==> src/hw/rtl/isp_pkg.sv <==
`timescale 1ns / 1ps
// isp_pkg: shared types, constants and fixed-point helpers for the per-axis integrator
// used by isp_cfg, isp_mul, integration_step_per_axis and isp_checker; depends on nothing

package isp_pkg;

	// fixed-point format of every data field
	localparam int DATA_WIDTH        = 32;
	localparam int DEF_FRACTION_BITS = 16;
	localparam int PROD_WIDTH        = 2 * DATA_WIDTH;

	// configuration registers
	localparam int STEP_WIDTH      = 31;
	localparam int METHOD_WIDTH    = 2;
	localparam int CFG_INDEX_WIDTH = 2;

	localparam logic [STEP_WIDTH-1:0] RESET_TIME_STEP    = STEP_WIDTH'(65536);
	localparam logic [STEP_WIDTH-1:0] RESET_INVERSE_STEP = STEP_WIDTH'(65536);

	localparam logic signed [DATA_WIDTH-1:0] FX_MAX = {1'b0, {(DATA_WIDTH-1){1'b1}}};
	localparam logic signed [DATA_WIDTH-1:0] FX_MIN = {1'b1, {(DATA_WIDTH-1){1'b0}}};

	// integration rule; the unused code runs as leapfrog
	typedef enum logic [METHOD_WIDTH-1:0] {
		METHOD_EULER    = 2'd0,
		METHOD_VERLET   = 2'd1,
		METHOD_LEAPFROG = 2'd2
	} method_t;

	// register indexes on the configuration channel
	typedef enum logic [CFG_INDEX_WIDTH-1:0] {
		REG_METHOD       = 2'd0,
		REG_TIME_STEP    = 2'd1,
		REG_INVERSE_STEP = 2'd2
	} reg_index_t;

	typedef struct packed {
		logic signed [DATA_WIDTH-1:0] current_position;
		logic signed [DATA_WIDTH-1:0] earlier_position;
		logic signed [DATA_WIDTH-1:0] velocity;
		logic signed [DATA_WIDTH-1:0] accel_now;
		logic signed [DATA_WIDTH-1:0] accel_before;
		logic                         active;
	} isp_in_t;

	typedef struct packed {
		logic signed [DATA_WIDTH-1:0] new_position;
		logic signed [DATA_WIDTH-1:0] new_velocity;
		logic signed [DATA_WIDTH-1:0] next_earlier_position;
	} isp_out_t;

	// register file contents as seen by the datapath
	typedef struct packed {
		method_t                      method;
		logic [STEP_WIDTH-1:0]        time_step;
		logic [STEP_WIDTH-1:0]        inverse_step;
		logic signed [DATA_WIDTH-1:0] step_sq;
	} isp_cfg_t;

	// floor shift of a full product by the fraction bits, then clamp to the data width
	function automatic logic signed [DATA_WIDTH-1:0] scale_sat(
		input logic signed [PROD_WIDTH-1:0] prod,
		input int unsigned                  frac
	);
		logic signed [PROD_WIDTH-1:0]      sh;
		logic [PROD_WIDTH-DATA_WIDTH:0]    upper;
		sh    = prod >>> frac;
		upper = sh[PROD_WIDTH-1:DATA_WIDTH-1];
		if ((&upper) || (~|upper)) begin
			scale_sat = sh[DATA_WIDTH-1:0];
		end else if (sh[PROD_WIDTH-1]) begin
			scale_sat = FX_MIN;
		end else begin
			scale_sat = FX_MAX;
		end
	endfunction

	function automatic logic signed [DATA_WIDTH-1:0] sat_add(
		input logic signed [DATA_WIDTH-1:0] x,
		input logic signed [DATA_WIDTH-1:0] y
	);
		logic [DATA_WIDTH:0] s;
		s = {x[DATA_WIDTH-1], x} + {y[DATA_WIDTH-1], y};
		if (s[DATA_WIDTH] != s[DATA_WIDTH-1]) begin
			sat_add = s[DATA_WIDTH] ? FX_MIN : FX_MAX;
		end else begin
			sat_add = s[DATA_WIDTH-1:0];
		end
	endfunction

	function automatic logic signed [DATA_WIDTH-1:0] sat_sub(
		input logic signed [DATA_WIDTH-1:0] x,
		input logic signed [DATA_WIDTH-1:0] y
	);
		logic [DATA_WIDTH:0] s;
		s = {x[DATA_WIDTH-1], x} - {y[DATA_WIDTH-1], y};
		if (s[DATA_WIDTH] != s[DATA_WIDTH-1]) begin
			sat_sub = s[DATA_WIDTH] ? FX_MIN : FX_MAX;
		end else begin
			sat_sub = s[DATA_WIDTH-1:0];
		end
	endfunction

endpackage

==> src/hw/rtl/isp_mul.sv <==
`timescale 1ns / 1ps
// isp_mul: two-stage fixed-point multiplier, product register then scaled and clamped result
// depends on isp_pkg

module isp_mul import isp_pkg::*; #(
	parameter int FRACTION_BITS = DEF_FRACTION_BITS
) (
	input  logic                         clk,
	input  logic signed [DATA_WIDTH-1:0] a,
	input  logic signed [DATA_WIDTH-1:0] b,
	output logic signed [DATA_WIDTH-1:0] y
);

	logic signed [PROD_WIDTH-1:0] prod_s1;
	logic signed [DATA_WIDTH-1:0] y_s2;

	always_ff @(posedge clk) begin
		prod_s1 <= PROD_WIDTH'(a) * PROD_WIDTH'(b);
		y_s2    <= scale_sat(prod_s1, FRACTION_BITS);
	end

	assign y = y_s2;

endmodule

==> config.mk <==
export PLATFORM = sky130hd
export DESIGN_NAME = isp_mul
export DESIGN_NICKNAME = d
export VERILOG_FILES = /design/src/hw/rtl/isp_pkg.sv /design/src/hw/rtl/isp_mul.sv
export SDC_FILE = /design/constraint.sdc
export NUM_CORES = 2
export LEC_CHECK = 0
export BUFFER_PORTS_ARGS = -buffer_cell sky130_fd_sc_hd__buf_2
export CAP_MARGIN = 25
export CORE_MARGIN = 3
export CORE_UTILIZATION = 30
export CTS_BUF_LIST = sky130_fd_sc_hd__clkbuf_4 sky130_fd_sc_hd__clkbuf_8 sky130_fd_sc_hd__clkbuf_16
export DETAILED_ROUTE_END_ITERATION = 6
export RECOVER_POWER = 100
export SLEW_MARGIN = 10
export SYNTH_ARGS = -nofsm -noshare
export SYNTH_HDL_FRONTEND = slang
export SYNTH_SLANG_ARGS = --single-unit
==> constraint.sdc <==
create_clock -name clk -period 9.15 [get_ports clk]
set_clock_uncertainty 0.2 [all_clocks]
set_input_delay 0.4575 -clock clk [delete_from_list [all_inputs] [get_ports clk]]
set_output_delay 0.4575 -clock clk [all_outputs]
set_load 0.05 [all_outputs]
==> metrics.md <==
| Metric | Value |
|---|---|
| Setup violations, final | 0 |
| Global-route wire length before repair | 161000 microns |
| WS Path Type | input port to flip-flop |
| Initial DRC Count | 1335 |
| Max-cap violations | 1 |
| Antenna viol nets, final | 0 |
| CP Capture Point | prod_s1[62]$_DFF_P_ |
| Slew @ Worst Pin | 1.54 ns |
| Worst-path maximum fanout | 19 |
| Share of the clock period used by the worst path | 0.942 |
| Top-count cell post-synth | fa_1 |
| CP Launch Type | input port |
| CTS tree | done |
| FILL cells | 12800 |
| Crit path arrival time | 8.67 ns |
| Syn nets | 5206 |
| Synth area leaders | fa_1 58%, inv_1 9.6%, and2_1 8.6%, ha_1 6.0%, nand2_1 5.2% |
| Hold_buf cts | 0 |
| Critical path buffers and inverters | 7 |
| Placement Setup Slack | -0.000891 ns |
| Vias in the first global route | 29200 |
| PostCTS Resize Cnt | 0 |
| Nets@finish | 5166 |
| CP startpoint | b[8] |
| Setup tns final | 0 ns |
| Crit end category | flip-flop |
| Syn_area_per_cell | 9.61 sq um |
| Yosys top cell by area | fa_1 |
| Netlist cell types | 56 |
| Multi-input gate area | 31300 sq um |
| Critical Path Stages | 25 |
| Pins Over Slew Limit | 32 |
| HP Class | flip-flop to flip-flop |
| Relative slew slack | -0.0275 |
| Yosys top cell area share | 0.580 |
| Number of cells on the worst reg-to-reg path | 4 |
| Number of buffers created by CTS | 9 |
| IO Port Bufs | 96 |
| Slack of the worst reg-to-reg path | 6.42 ns |
| Cell count after synthesis | 3880 |
| Root buf cell | clkbuf_16 |
| # IOs | 97 |
| Core footprint | 123000 sq um |
| Critical path's most frequent cell | fa_1 |
| Worst endpoint required time | 9.20 ns |
| Rows | 128 |
| Vias per cell | 4.60 |
| EDFF count, synth | 0 |
| R2r endpoint | y[11]$_DFF_P_ |
| Slowest cell on the critical path | fa_1 |
| Overflow after GRT | 0 |
| Final Hold Fails | 0 |
| Top delay family on crit path | adder cells |
| Fraction of layout cells with a size suffix above 1 | 0.0382 |
| Initial antenna violation count | 14 |
| Failing checks | capacitance limit, slew limit |
| Vias post-DR | 25200 |
| Outcome | complete, but fails checks |
| Largest net degree at the start of global routing | 33 |
| Final worst slack | 0.531 ns |
| Syn-to-layout area delta | 6.72% |
| Reg area | 1600 sq um |
| Seq/Total Area, Yosys | 0.0429 |
| Synth Flop Type | dfxtp_1 |
| Final worst path period need | 8.62 ns |
| Syn. warnings | 0 |
| Setup Buffers After CTS | 0 |
| WL per Instance | 17.9 microns |
| Die area | 129000 sq um |
| RSZ-0062 raised after global routing | false |
| Most frequent cells after synthesis | 1081 x fa_1, 955 x inv_1, 513 x nand2_1 |
| Die span in x | 359 microns |
| Worst reg2reg path startpoint | prod_s1[61]$_DFF_P_ |
| DPL Wire Length | 83300 microns |
| DRT Pass-1 Iters | 7 |
| Critical Path Max Stage Delay | 0.77 ns |
| H-tree depth | 3 |
| Fmax | 0.116 GHz |
| DRC | 0 |
| Total global-route track usage | 0.162 |
| Placed Area | 39500 sq um |
| Die Ht | 359 microns |
| Cell area after layout | 39800 sq um |
| Clock sink count | 80 |
| Bufs on Longest Clock Path | 2 |
| WL final | 97900 microns |
| Starting Density | 0.304 |
| Clock latency on the worst-skew pair | 0.36 ns |
| FFs w/ async S/R, synth | 0 |
| Global placer's final weighted congestion | 0.880 |
| Clock Pin Slew Worst Setup and Hold Paths | 0.07 ns |
| Number of synthesized register bits | 80 |
| Cell Area, Synth | 37300 sq um |
-- cell usage in the layout, fill, tap and decap left out, types with 34 or more instances in the layout --
cell | synthesis | final
nand2_1 | 513 | 513
inv_1 | 955 | 955
and2_1 | 511 | 506
buf_4 | 0 | 56
buf_2 | 0 | 63
clkbuf_1 | 205 | 34
xnor2_1 | 41 | 41
a21o_1 | 58 | 58
nor2_1 | 52 | 52
a21oi_1 | 50 | 52
fa_1 | 1081 | 1081
ha_1 | 180 | 180
dfxtp_1 | 80 | 80
-- metal layers --
| layer | GRT usage | vias to the layer above | wire length (microns) |
|---|---|---|---|
| met2 | 0.288 | 686 | 49500 |
| li1 | - | 10900 | - |
| met1 | 0.196 | 13400 | 38500 |
| met5 | 0 | - | 27 |
| met4 | 0.0565 | 4 | 4100 |
| met3 | 0.0289 | 198 | 5700 |
-- area by class of cell --
| class | instances | share of cell area |
|---|---|---|
| antenna | 4 | 0.000251 |
| clock buffer | 9 | 0.00566 |
| clock inverter | 7 | 0.00261 |
| inverter | 955 | 0.0900 |
| multi-input combinational | 2638 | 0.787 |
| sequential | 80 | 0.0402 |
| tap | 1625 | 0.0511 |
| timing repair buffer | 156 | 0.0231 |
-- state kept, by name, indices dropped and copies added, names as in the netlist --
signal   count
y           32
prod_s1     48
-- cells by family (layout without fill, tap and decap cells) --
kind of cell / Yosys count / in the layout / synth area share
buf+inv: 1162 / 1127 / 0.117
fa+ha+maj: 1261 / 1261 / 0.641
compound gates: 181 / 181 / 0.0329
flops: 80 / 80 / 0.0429
other cells: 0 / 4 / 0
simple gates: 1134 / 1134 / 0.152
xor+xnor: 62 / 62 / 0.0146
-- per-stage QoR --
step	cells	hold WS, ns	util
floorplan	3880	0.203	-
global placement	5453	0.211	0.322
detailed placement	5453	0.208	0.322
CTS	5469	0.228	0.325
global route	5472	0.234	0.324
finish	5474	0.228	0.324
-- how the worst min path moves through the flow --
| stage | cells after the start | startpoint | endpoint | slack (ns) |
|---|---|---|---|---|
| after global routing | 1 | prod_s1[22]$_DFF_P_ | y[6]$_DFF_P_ | 0.23 |
| after global placement | 1 | prod_s1[22]$_DFF_P_ | y[6]$_DFF_P_ | 0.21 |
| final | 1 | prod_s1[35]$_DFF_P_ | y[19]$_DFF_P_ | 0.23 |
| after detailed placement | 1 | prod_s1[20]$_DFF_P_ | y[4]$_DFF_P_ | 0.21 |
| after floorplan | 1 | prod_s1[16]$_DFF_P_ | y[0]$_DFF_P_ | 0.20 |
| after CTS | 1 | prod_s1[20]$_DFF_P_ | y[4]$_DFF_P_ | 0.23 |
Power is left out: the tool's default activity adds up to more than one toggle a clock period on the data nets, which glitch-free logic cannot reach.
