<file path="src/hw/rtl/isp_pkg.sv">
`timescale 1ns / 1ps
// isp_pkg: shared types, constants and fixed-point helpers for the per-axis integrator
// used by isp_cfg, isp_mul, integration_step_per_axis and isp_checker; depends on nothing

package isp_pkg;

	// fixed-point format of every data field
	localparam int DATA_WIDTH        = 32;
	localparam int DEF_FRACTION_BITS = 16;
	localparam int PROD_WIDTH        = 2 * DATA_WIDTH;

	// configuration registers
	localparam int STEP_WIDTH      = 31;
	localparam int METHOD_WIDTH    = 2;
	localparam int CFG_INDEX_WIDTH = 2;

	localparam logic [STEP_WIDTH-1:0] RESET_TIME_STEP    = STEP_WIDTH'(65536);
	localparam logic [STEP_WIDTH-1:0] RESET_INVERSE_STEP = STEP_WIDTH'(65536);

	localparam logic signed [DATA_WIDTH-1:0] FX_MAX = {1'b0, {(DATA_WIDTH-1){1'b1}}};
	localparam logic signed [DATA_WIDTH-1:0] FX_MIN = {1'b1, {(DATA_WIDTH-1){1'b0}}};

	// integration rule; the unused code runs as leapfrog
	typedef enum logic [METHOD_WIDTH-1:0] {
		METHOD_EULER    = 2'd0,
		METHOD_VERLET   = 2'd1,
		METHOD_LEAPFROG = 2'd2
	} method_t;

	// register indexes on the configuration channel
	typedef enum logic [CFG_INDEX_WIDTH-1:0] {
		REG_METHOD       = 2'd0,
		REG_TIME_STEP    = 2'd1,
		REG_INVERSE_STEP = 2'd2
	} reg_index_t;

	typedef struct packed {
		logic signed [DATA_WIDTH-1:0] current_position;
		logic signed [DATA_WIDTH-1:0] earlier_position;
		logic signed [DATA_WIDTH-1:0] velocity;
		logic signed [DATA_WIDTH-1:0] accel_now;
		logic signed [DATA_WIDTH-1:0] accel_before;
		logic                         active;
	} isp_in_t;

	typedef struct packed {
		logic signed [DATA_WIDTH-1:0] new_position;
		logic signed [DATA_WIDTH-1:0] new_velocity;
		logic signed [DATA_WIDTH-1:0] next_earlier_position;
	} isp_out_t;

	// register file contents as seen by the datapath
	typedef struct packed {
		method_t                      method;
		logic [STEP_WIDTH-1:0]        time_step;
		logic [STEP_WIDTH-1:0]        inverse_step;
		logic signed [DATA_WIDTH-1:0] step_sq;
	} isp_cfg_t;

	// floor shift of a full product by the fraction bits, then clamp to the data width
	function automatic logic signed [DATA_WIDTH-1:0] scale_sat(
		input logic signed [PROD_WIDTH-1:0] prod,
		input int unsigned                  frac
	);
		logic signed [PROD_WIDTH-1:0]      sh;
		logic [PROD_WIDTH-DATA_WIDTH:0]    upper;
		sh    = prod >>> frac;
		upper = sh[PROD_WIDTH-1:DATA_WIDTH-1];
		if ((&upper) || (~|upper)) begin
			scale_sat = sh[DATA_WIDTH-1:0];
		end else if (sh[PROD_WIDTH-1]) begin
			scale_sat = FX_MIN;
		end else begin
			scale_sat = FX_MAX;
		end
	endfunction

	function automatic logic signed [DATA_WIDTH-1:0] sat_add(
		input logic signed [DATA_WIDTH-1:0] x,
		input logic signed [DATA_WIDTH-1:0] y
	);
		logic [DATA_WIDTH:0] s;
		s = {x[DATA_WIDTH-1], x} + {y[DATA_WIDTH-1], y};
		if (s[DATA_WIDTH] != s[DATA_WIDTH-1]) begin
			sat_add = s[DATA_WIDTH] ? FX_MIN : FX_MAX;
		end else begin
			sat_add = s[DATA_WIDTH-1:0];
		end
	endfunction

	function automatic logic signed [DATA_WIDTH-1:0] sat_sub(
		input logic signed [DATA_WIDTH-1:0] x,
		input logic signed [DATA_WIDTH-1:0] y
	);
		logic [DATA_WIDTH:0] s;
		s = {x[DATA_WIDTH-1], x} - {y[DATA_WIDTH-1], y};
		if (s[DATA_WIDTH] != s[DATA_WIDTH-1]) begin
			sat_sub = s[DATA_WIDTH] ? FX_MIN : FX_MAX;
		end else begin
			sat_sub = s[DATA_WIDTH-1:0];
		end
	endfunction

endpackage

</file>
<file path="src/hw/rtl/isp_cfg.sv">
`timescale 1ns / 1ps
// isp_cfg: configuration register file with the precomputed squared time step
// depends on isp_pkg

module isp_cfg import isp_pkg::*; #(
	parameter int FRACTION_BITS = DEF_FRACTION_BITS
) (
	input  logic                       clk,
	input  logic                       arst_n,
	input  logic                       cfg_valid,
	output logic                       cfg_ready,
	input  logic [CFG_INDEX_WIDTH-1:0] cfg_index,
	input  logic [STEP_WIDTH-1:0]      cfg_data,
	output isp_cfg_t                   regs
);

	localparam logic signed [PROD_WIDTH-1:0] RESET_SQ =
		PROD_WIDTH'(RESET_TIME_STEP) * PROD_WIDTH'(RESET_TIME_STEP);

	method_t                      method_q;
	logic [STEP_WIDTH-1:0]        time_step_q;
	logic [STEP_WIDTH-1:0]        inverse_step_q;
	logic signed [DATA_WIDTH-1:0] step_sq_q;
	logic signed [PROD_WIDTH-1:0] data_sq;

	assign cfg_ready = 1'b1;
	assign data_sq   = PROD_WIDTH'(cfg_data) * PROD_WIDTH'(cfg_data);

	always_ff @(posedge clk or negedge arst_n) begin
		if (!arst_n) begin
			method_q       <= METHOD_EULER;
			time_step_q    <= RESET_TIME_STEP;
			inverse_step_q <= RESET_INVERSE_STEP;
			step_sq_q      <= scale_sat(RESET_SQ, FRACTION_BITS);
		end else if (cfg_valid && cfg_ready) begin
			unique case (reg_index_t'(cfg_index))
				REG_METHOD: begin
					method_q <= method_t'(cfg_data[METHOD_WIDTH-1:0]);
				end
				REG_TIME_STEP: begin
					time_step_q <= cfg_data;
					step_sq_q   <= scale_sat(data_sq, FRACTION_BITS);
				end
				REG_INVERSE_STEP: begin
					inverse_step_q <= cfg_data;
				end
				default: begin
				end
			endcase
		end
	end

	assign regs.method       = method_q;
	assign regs.time_step    = time_step_q;
	assign regs.inverse_step = inverse_step_q;
	assign regs.step_sq      = step_sq_q;

endmodule

</file>
<file path="config.mk">
export PLATFORM = sky130hd
export DESIGN_NAME = isp_cfg
export DESIGN_NICKNAME = d
export VERILOG_FILES = /design/src/hw/rtl/isp_pkg.sv /design/src/hw/rtl/isp_cfg.sv
export SDC_FILE = /design/constraint.sdc
export NUM_CORES = 2
export LEC_CHECK = 0
export ABC_AREA = 0
export BUFFER_PORTS_ARGS = -buffer_cell sky130_fd_sc_hd__buf_2
export CORE_UTILIZATION = 54
export CTS_CLUSTER_DIAMETER = 50
export DETAILED_ROUTE_END_ITERATION = 10
export PLACE_DENSITY = 0.71
export SYNTH_ARGS = -nofsm -noshare
export SYNTH_HDL_FRONTEND = slang
export SYNTH_SLANG_ARGS = --single-unit
</file>
<file path="constraint.sdc">
create_clock -name clk -period 0.8 [get_ports clk]
set_clock_uncertainty 0.05 [all_clocks]
set_input_delay 0 -clock clk [delete_from_list [all_inputs] [get_ports clk]]
set_output_delay 0 -clock clk [all_outputs]
set_load 0.05 [all_outputs]
</file>
==> impl_metrics.env <==
export IMPL_chipWidth_um=242
export IMPL_wire_per_inst_um=19.7
export IMPL_synth_seq_area_share=0.0772
export IMPL_synth_async_sr_flop_share=1.00
export IMPL_cts_sinks=96
export IMPL_h_tree_depth=3
export IMPL_avgSynthCellArea_um2=9.34
export IMPL_area_growth_pct=31.9
export IMPL_worst_slew_pin_slew_ps=539
export IMPL_mappedNetlistNets=4383
export IMPL_cpPeakStageDelay_ps=570
export IMPL_worst_slew_margin_rel=0.637
export IMPL_antenna_cell_count=0
export IMPL_cp_max_fo=8
export IMPL_coreArea_um2=56700
export IMPL_hold_path_class="in2async"
export IMPL_global_route_usage_met3=0.0423
export IMPL_cap_violations=0
export IMPL_detail_route_antenna_nets=0
export IMPL_globalRouteMet2Util=0.586
export IMPL_core_rowCount=87
export IMPL_post_dr_vias_cell=5.33
export IMPL_grt_ovfl_total=0
export IMPL_source_to_sink_clock_delay_at_the_later_pin_of_the_worst_skew_pair_ps=390
export IMPL_synth_ff_latch_count=96
export IMPL_inserted_clock_buffers=9
export IMPL_routabilityCongestion=0.945
export IMPL_grt_use_met1=0.402
export IMPL_die_y_um=242
export IMPL_end_kind="register"
export IMPL_dp_final_hpwl_um=74900
export IMPL_via_count_of_the_first_global_routing_pass=28600
export IMPL_floorplan_initialDensity=0.549
export IMPL_final_cell_area_um2=41100
export IMPL_groute_usage_overall=0.332
export IMPL_routed_wirelength_um=95100
export IMPL_synth_edf_count=0
export IMPL_clockRootBuffer="sky130_fd_sc_hd__clkbuf_16"
export IMPL_timing_final_hold_violations=8
export IMPL_critPathKind="in2reg"
export IMPL_initial_antenna_violation_count=1
export IMPL_synth_top_flop_cell="sky130_fd_sc_hd__dfrtp_1"
export IMPL_setup_ws_post_layout_ps=-6470
export IMPL_initialDrtViolationCount=1580
export IMPL_critical_path_startpoint_type="primary input"
export IMPL_detailroute_via_count=25800
export IMPL_top_usage_layer="met2"
export IMPL_cts_tree="built"
export IMPL_required_ps=1000
export IMPL_outcome="finished, violations left"
export IMPL_synthesis_yosys_warnings=0
export IMPL_drive_gt1_frac=0.297
export IMPL_first_pass_grt_wire_length_um=150000
export IMPL_portBuffers=131
export IMPL_drt_first_pass_iters=7
export IMPL_clock_tree_buffer_depth=2
export IMPL_final_period_utilization=9.08
export IMPL_n_fill_cell=3901
export IMPL_drc=0
export IMPL_post_route_min_period_ps=7270
export IMPL_cp_arrival_ps=7470
export IMPL_finalSetupViolCount=166
export IMPL_ff2ff_path_depth=2
export IMPL_cts_clk_slew_worst_paths_ps=70
export IMPL_num_nets_final=5124
export IMPL_setup_repair_after_global_routing_missed_its_margin="yes"
export IMPL_die_area_um2=58700
export IMPL_syn_area_um2=31200
export IMPL_tns_ps=-226660
export IMPL_critPathSlowestCell="sky130_fd_sc_hd__fa_1"
export IMPL_violated_checks="negative hold slack, negative setup slack"
export IMPL_placed_area_um2=37600
export IMPL_timing_hold_ws_ps=-32.6
export IMPL_synthDistinctLibCells=72
export IMPL_slew_violations=0
export IMPL_max_clock_freq_mhz=138
export IMPL_syn_instance_count=3334
export IMPL_worst_path_most_repeated_cell="sky130_fd_sc_hd__fa_1"
export IMPL_design_portCount=133
export IMPL_grt_max_degree=45
## state kept, by name (all words and copies together), names as in the netlist
register / count
step_sq_q: 32
inverse_step_q: 31
time_step_q: 31
method_q: 2
## path summary, 6_finish.rpt
kind	start	to	slack [ps]
worst max-delay path	cfg_data[6]	step_sq_q[10]	-6470
worst max register to register	inverse_step_q[27]	inverse_step_q[27]	-170
worst min-delay path	arst_n	step_sq_q[27]	-30
worst min register to register	time_step_q[16]	time_step_q[16]	450
min in group clk	cfg_data[11]	time_step_q[11]	10
max in group asynchronous	arst_n	inverse_step_q[16]	130
## layer usage
layer  part of all wire  wire (um)
met1               0.37      35300
met2               0.51      48500
met3              0.063       5980
met4              0.055       5260
met5            0.00017         16
## layout by cell type, fill, tap and decap left out, drive strengths merged, types with 19 or more instances in the layout
| cell type | netlist | layout |
|---|---|---|
| a21oi | 91 | 91 |
| xor2 | 32 | 32 |
| a41oi | 31 | 31 |
| mux2 | 25 | 25 |
| dfrtp | 93 | 93 |
| xnor2 | 29 | 29 |
| buf | 19 | 860 |
| nand2 | 390 | 390 |
| o21ai | 84 | 84 |
| and2 | 211 | 211 |
| nor3 | 19 | 19 |
| inv | 913 | 913 |
| ha | 265 | 265 |
| fa | 748 | 748 |
| nand4 | 27 | 27 |
| nor2 | 94 | 94 |
## cell usage after synthesis (15+ instances only)
cell type                    n  area [um^2]
sky130_fd_sc_hd__nand2_1   390         1460
sky130_fd_sc_hd__a21oi_1    90          450
sky130_fd_sc_hd__o21ai_0    75          375
sky130_fd_sc_hd__inv_1     913         3430
sky130_fd_sc_hd__mux2_2     25          282
sky130_fd_sc_hd__nand3_1    15         75.1
sky130_fd_sc_hd__and2_1    211         1320
sky130_fd_sc_hd__ha_1      265         3320
sky130_fd_sc_hd__xnor2_1    29          254
sky130_fd_sc_hd__dfrtp_1    93         2330
sky130_fd_sc_hd__clkbuf_1  120          450
sky130_fd_sc_hd__a41oi_1    31          272
sky130_fd_sc_hd__fa_1      748        15000
sky130_fd_sc_hd__nor2_1     93          349
sky130_fd_sc_hd__nand4_1    27          169
sky130_fd_sc_hd__xor2_1     32          280
sky130_fd_sc_hd__nor3_1     19         95.1
## worst max-delay path: cells and delay by family
family	cells	cell delay, ps
adders and majority gates	9	4190
AOI/OAI and AO/OA	8	1740
buffers and inverters	8	1070
and+or+nand+nor	3	430
## what timing repair did
item                       CTS  global route
resized for setup          463           119
gates cloned                13             4
pin swaps                   63            51
hold buffers                 5             0
setup buffers               46            29
hold endpoints to repair   102             0
setup endpoints to repair  152           155
## kinds of logic (layout without fill, tap and decap cells)
| kind of cell | Yosys count | in the layout | share of synthesized area |
|---|---|---|---|
| multiplexers | 27 | 27 | 0.00968 |
| adder cells (fa/ha/maj) | 1013 | 1013 | 0.587 |
| AO/OA/AOI/OAI | 288 | 288 | 0.0603 |
| flip-flops | 96 | 96 | 0.0772 |
| other | 1 | 1 | 0.000120 |
| buffers and inverters | 1055 | 1801 | 0.129 |
| XOR/XNOR | 61 | 61 | 0.0171 |
| AND/OR/NAND/NOR | 793 | 793 | 0.120 |
## layout make-up
type                       instances  area (um^2)  area share
inverter                         915         3450      0.0841
sequential                        96         2480      0.0605
clock buffer                      11          243     0.00591
clock inverter                     5         87.6     0.00213
timing repair buffer             870         7910       0.192
multi-input combinational       2183        26000       0.632
tap                              756          946      0.0230
## metrics by stage
step / std cells / setup WS (ps) / utilization
3_3_place_gp: 4729 / -7000 / 0.663
3_5_place_dp: 4729 / -7030 / 0.663
2_1_floorplan: 3334 / -6290 / -
4_1_cts: 4809 / -6340 / 0.713
6_report: 4836 / -6470 / 0.725
5_1_grt: 4836 / -6660 / 0.725
Power is not shown: default switching activity piles up to over one toggle a cycle in this logic, so the estimate is an artifact.
